[src/hdl/fltpm_ram.sv]
module fltpm_ram #(
  parameter int unsigned Width = 8,
  parameter int unsigned Depth = 16
) (
  input  logic                     clk_i,
  input  logic                     we_i,
  input  logic [$clog2(Depth)-1:0] addr_i,
  input  logic [Width-1:0]         wdata_i,
  output logic [Width-1:0]         rdata_o
);

  logic [Width-1:0] mem_q [Depth];
  logic [Width-1:0] rdata_q;

  always_ff @(posedge clk_i) begin
    if (we_i) begin
      mem_q[addr_i] <= wdata_i;
    end
    rdata_q <= mem_q[addr_i];
  end

  assign rdata_o = rdata_q;

endmodule

[config.mk]
export PLATFORM = sky130hd
export DESIGN_NAME = fltpm_ram
export DESIGN_NICKNAME = d
export VERILOG_FILES = /design/src/hdl/fltpm_ram.sv
export SDC_FILE = /design/constraint.sdc
export NUM_CORES = 1
export LEC_CHECK = 0
export BUFFER_PORTS_ARGS = -buffer_cell sky130_fd_sc_hd__buf_2
export CAP_MARGIN = 5
export CORE_MARGIN = 2
export CORE_UTILIZATION = 51
export CTS_BUF_LIST = sky130_fd_sc_hd__clkbuf_8 sky130_fd_sc_hd__clkbuf_16
export DETAILED_ROUTE_END_ITERATION = 10
export MAX_ROUTING_LAYER = met4
export PLACE_DENSITY = 0.71
export SLEW_MARGIN = 30
export SYNTH_ARGS = -nofsm -noshare
export SYNTH_HDL_FRONTEND = slang
export SYNTH_SLANG_ARGS = --single-unit
export TNS_END_PERCENT = 100
[constraint.sdc]
create_clock -name clk_i -period 5.3 [get_ports clk_i]
set_clock_uncertainty 0.15 [all_clocks]
set_input_delay 0.795 -clock clk_i [delete_from_list [all_inputs] [get_ports clk_i]]
set_output_delay 0.795 -clock clk_i [all_outputs]
set_load 0.01 [all_outputs]
==> Word-level counts from Yosys, hierarchy flattened <==
Memories as Yosys holds them, arrays and structs flattened. A register that Yosys moved wholly into a read port is not among the register bits.
Index checks and enable logic that the tools add are counted.
{ "totals": {"regBits": 0, "inputBits": 14, "out_inout_bits": 8, "mem_bits_rw": 128, "memories": 1, "elab_cells": 3} }
{ "memory_table": {"columns": ["name", "depth", "word_bits", "read_ports", "rd_clocked_by_memory_dff", "write_ports", "line", "source"], "rows": [
  ["mem_q", 16, 8, 1, 1, 1, "12", "logic [Width-1:0] mem_q [Depth];"]
]} }
{ "classes": {"mux": 2} }
{ "ops": {"columns": ["cell", "count"], "rows": [
  ["$mux W1", 2]
]} }

==> Longest topological paths before layout <==
{ "logic_depth": {"ltp_word": 2, "depth_mapped": 5, "mapped_depth_nobuf": 3} }

==> Worst setup path before layout <==
No wires, ideal clock.
{ "synth_path": {"kind": "in2reg", "start": "input addr_i[2]", "end": "memory mem_q[0][0] (enable)", "path_slack_ns": 2.862, "arrival_time_ns": 1.905, "path_stages": 2, "n_path_buf": 0, "setup_time_ns": 0.383, "required_time_ns": 4.767, "path_cell_list": "or3b_2 > nor3_1"} }
{ "synth_rtl": {"columns": ["item", "line", "source"], "rows": [
  ["start: declaration", "7", "input logic [$clog2(Depth)-1:0] addr_i,"],
  ["end: declaration", "12", null]
]} }
Straight into the memory's write port.

==> Worst setup path after layout <==
{ "layout_path": {"start": "input addr_i[1]", "end": "memory mem_q[3][1] (enable)"} }
Straight into the memory's write port.

==> metrics.md <==
| Metric | Value |
|---|---|
| Post-CTS Setup Inserts | `0` |
| Setup-failing EPs final | `0` |
| DRC | `0` |
| Worst reg2reg path depth | `3` |
| Pre-CTS WS | `2260 ps` |
| Vias | `2352` |
| # rows | `36` |
| CTS Hold Bufs | `0` |
| Root Buffer Master | `clkbuf_8` |
| Syn_nets | `244` |
| Port Buffer Count | `21` |
| Initial Util | `52.1%` |
| Die Ht | `104 um` |
| Antenna viol nets, final | `0` |
| Leakage | `0.00190 uW` |
| Post-cts resize count | `0` |
| Crit-path cells | `buf_2 -> nand2_1 -> nor2_1` |
| Worst r2r dst | `rdata_o[2]` |
| Filler cell count | `684` |
| Most frequent cell after synthesis | `edfxtp_1` |
| Syn Area/Cell | `22.0 um^2` |
| Ys flop type | `edfxtp_1` |
| Drt initial violations | `251` |
| Vias in the first global route | `2430` |
| Max-slew violations | `0` |
| WL per Instance | `22.5 um` |
| Pin count of the biggest net entering global routing | `40` |
| Sequential element share of the synthesized area | `79.0%` |
| Maxcap violations | `0` |
| Kind of cell adding the most delay to the critical path | `simple AND/OR/NAND/NOR gates` |
| Reg-to-reg startpoint | `mem_q[2][2]` |
| Startpoint Class | `primary input` |
| Count of different cell masters after synthesis | `18` |
| Clock sinks | `136` |
| Area leader, netlist | `edfxtp_1` |
| HP Start | `mem_q[15][2]` |
| Power Total | `2370 uW` |
| Nets | `277` |
| Synth cell count leaders | `128 x edfxtp_1, 32 x mux4_2, 16 x a22oi_1` |
| IO Pins | `22` |
| GRT overflow | `0` |
| Mapped Cells | `230` |
| RePlAce Congestion | `0.768` |
| Die area | `10700 um^2` |
| Worst slew pin tran | `927 ps` |
| Post-synth EDFFs | `128` |
| Worst vdd ir | `169 uV` |
| Netlist Area Pre-Place | `5070 um^2` |
| Crit path depth | `3` |
| RSZ-0062 raised after global routing | `no` |
| Global-route wire length before repair | `14100 um` |
| Critical path required time | `5280 ps` |
| Critical path class | `primary input to flop` |
| Fin crit period | `2490 ps` |
| Clk_lat worst skew | `510 ps` |
| CTS tree | `built` |
| Crit end category | `flop` |
| Crit path buf inv count | `1` |
| GRT Overall Usage | `19.1%` |
| Synthesis Warnings | `0` |
| Worst min path class | `flop to flop` |
| Ys async rst share | `0%` |
| CTS clk-pin slew, worst paths | `60 ps` |
| Status | `completed` |
| Synth top area share | `75.9%` |
| Main area contributors after synthesis | `edfxtp_1 76%, mux4_2 14%, dfxtp_1 3.2%` |
| Final WS setup | `2810 ps` |
| Routed WL | `9200 um` |
| Number of CTS-inserted buffers | `17` |
| Cell count of the worst hold path | `3` |
| Reg-to-reg slack, setup | `3710 ps` |
| Slowest stage cell, crit path | `buf_2` |
| Flop and latch count out of synthesis | `136` |
| Area Growth Syn to Fin | `15.6%` |
| Setup tns final | `0 ps` |
| H-Tree Depth | `4` |
| Cell Pwr Density | `405 nW/um^2` |
| Critical path's largest stage delay | `700 ps` |
| DR vias/cell | `5.75` |
| Clk buf depth | `2` |
| Proportion of layout cells with a drive suffix above 1 | `32.6%` |
| Final hold vios | `0` |
| Drt pass-1 iters | `4` |
| Max-slew headroom | `38.2%` |
| Initial antenna violation count | `0` |
| Hold EP | `rdata_o[2]` |
| Chip width | `104 um` |
| Dpl hpwl | `5630 um` |
| Ratio of final minimum period to clock period | `47.1%` |
| Peak Freq | `401 MHz` |
| Worst Path Arrival | `2480 ps` |
| Worst Path Max Fanout | `39` |
| Core box area | `9730 um^2` |
| Diodes inserted | `0` |
per-layer routing:
layer	global-route usage, %	up-vias	wire length [um]
met2	30.2	88	4900
met3	6.92	12	733
li1	-	1028	-
met5	-	-	0
met4	6.18	0	117
met1	23.1	1224	3450
layout make-up:
| cell class | count | area [um^2] | area share, % |
|---|---|---|---|
| clock buffer | 17 | 414 | 7.07 |
| sequential | 136 | 4000 | 68.4 |
| clock inverter | 15 | 128 | 2.18 |
| timing repair buffer | 25 | 135 | 2.31 |
| tap | 133 | 166 | 2.84 |
| multi-input combinational | 83 | 1010 | 17.2 |
cell usage in the layout (no fill, tap or decap), drive strengths merged, types with 4 or more instances in the layout:
cell type    n
edfxtp     128
mux4        32
buf         25
clkbuf      17
a22oi       16
nor2        13
nand2        9
dfxtp        8
clkinv       8
clkinvlp     4
nor3         4
tightest hold or removal path: stages (launching register included):
cell and delay [ps]:
edfxtp_1 310, mux4_2 220, a22oi_1 60, nand2_1 60
cells by family after synthesis:
logic type,after synthesis,share of synthesized area (%)
mux,32,14.2
compound gates,16,2.37
flops,136,79.0
buf+inv,11,1.19
simple gates,35,3.21
where the power goes:
part | internal, uW | leakage (uW) | switching, uW | total, uW
clock | 619 | 0.000258 | 430 | 1050
sequential | 1200 | 0.00122 | 6.50 | 1210
combinational | 43.9 | 0.000416 | 66.4 | 110
total | 1870 | 0.00190 | 503 | 2370
worst max path at each step:
stage                    from     endpoint  slack, ps
finish              addr_i[1]  mem_q[3][1]       2810
detailed placement  addr_i[0]   rdata_o[3]       2260
CTS                 addr_i[0]   rdata_o[3]       2790
global route        addr_i[0]   rdata_o[3]       2660
floorplan           addr_i[2]  mem_q[0][0]       2860
global placement    addr_i[0]   rdata_o[2]       2310
through the flow:
step           cells  cell area (um^2)  utilization [%]  hold slack, ps
5_1_grt          409              5860             60.2             527
6_report         409              5860             60.2             522
4_1_cts          409              5860             60.2             522
3_3_place_gp     377              5310             54.6             501
2_1_floorplan    230              5070                -             485
3_5_place_dp     377              5310             54.6             514
registers in the layout (all words and copies together), names as in the netlist:
register and cells:
mem_q 128, rdata_o 8
(Power assumes the default switching activity.)
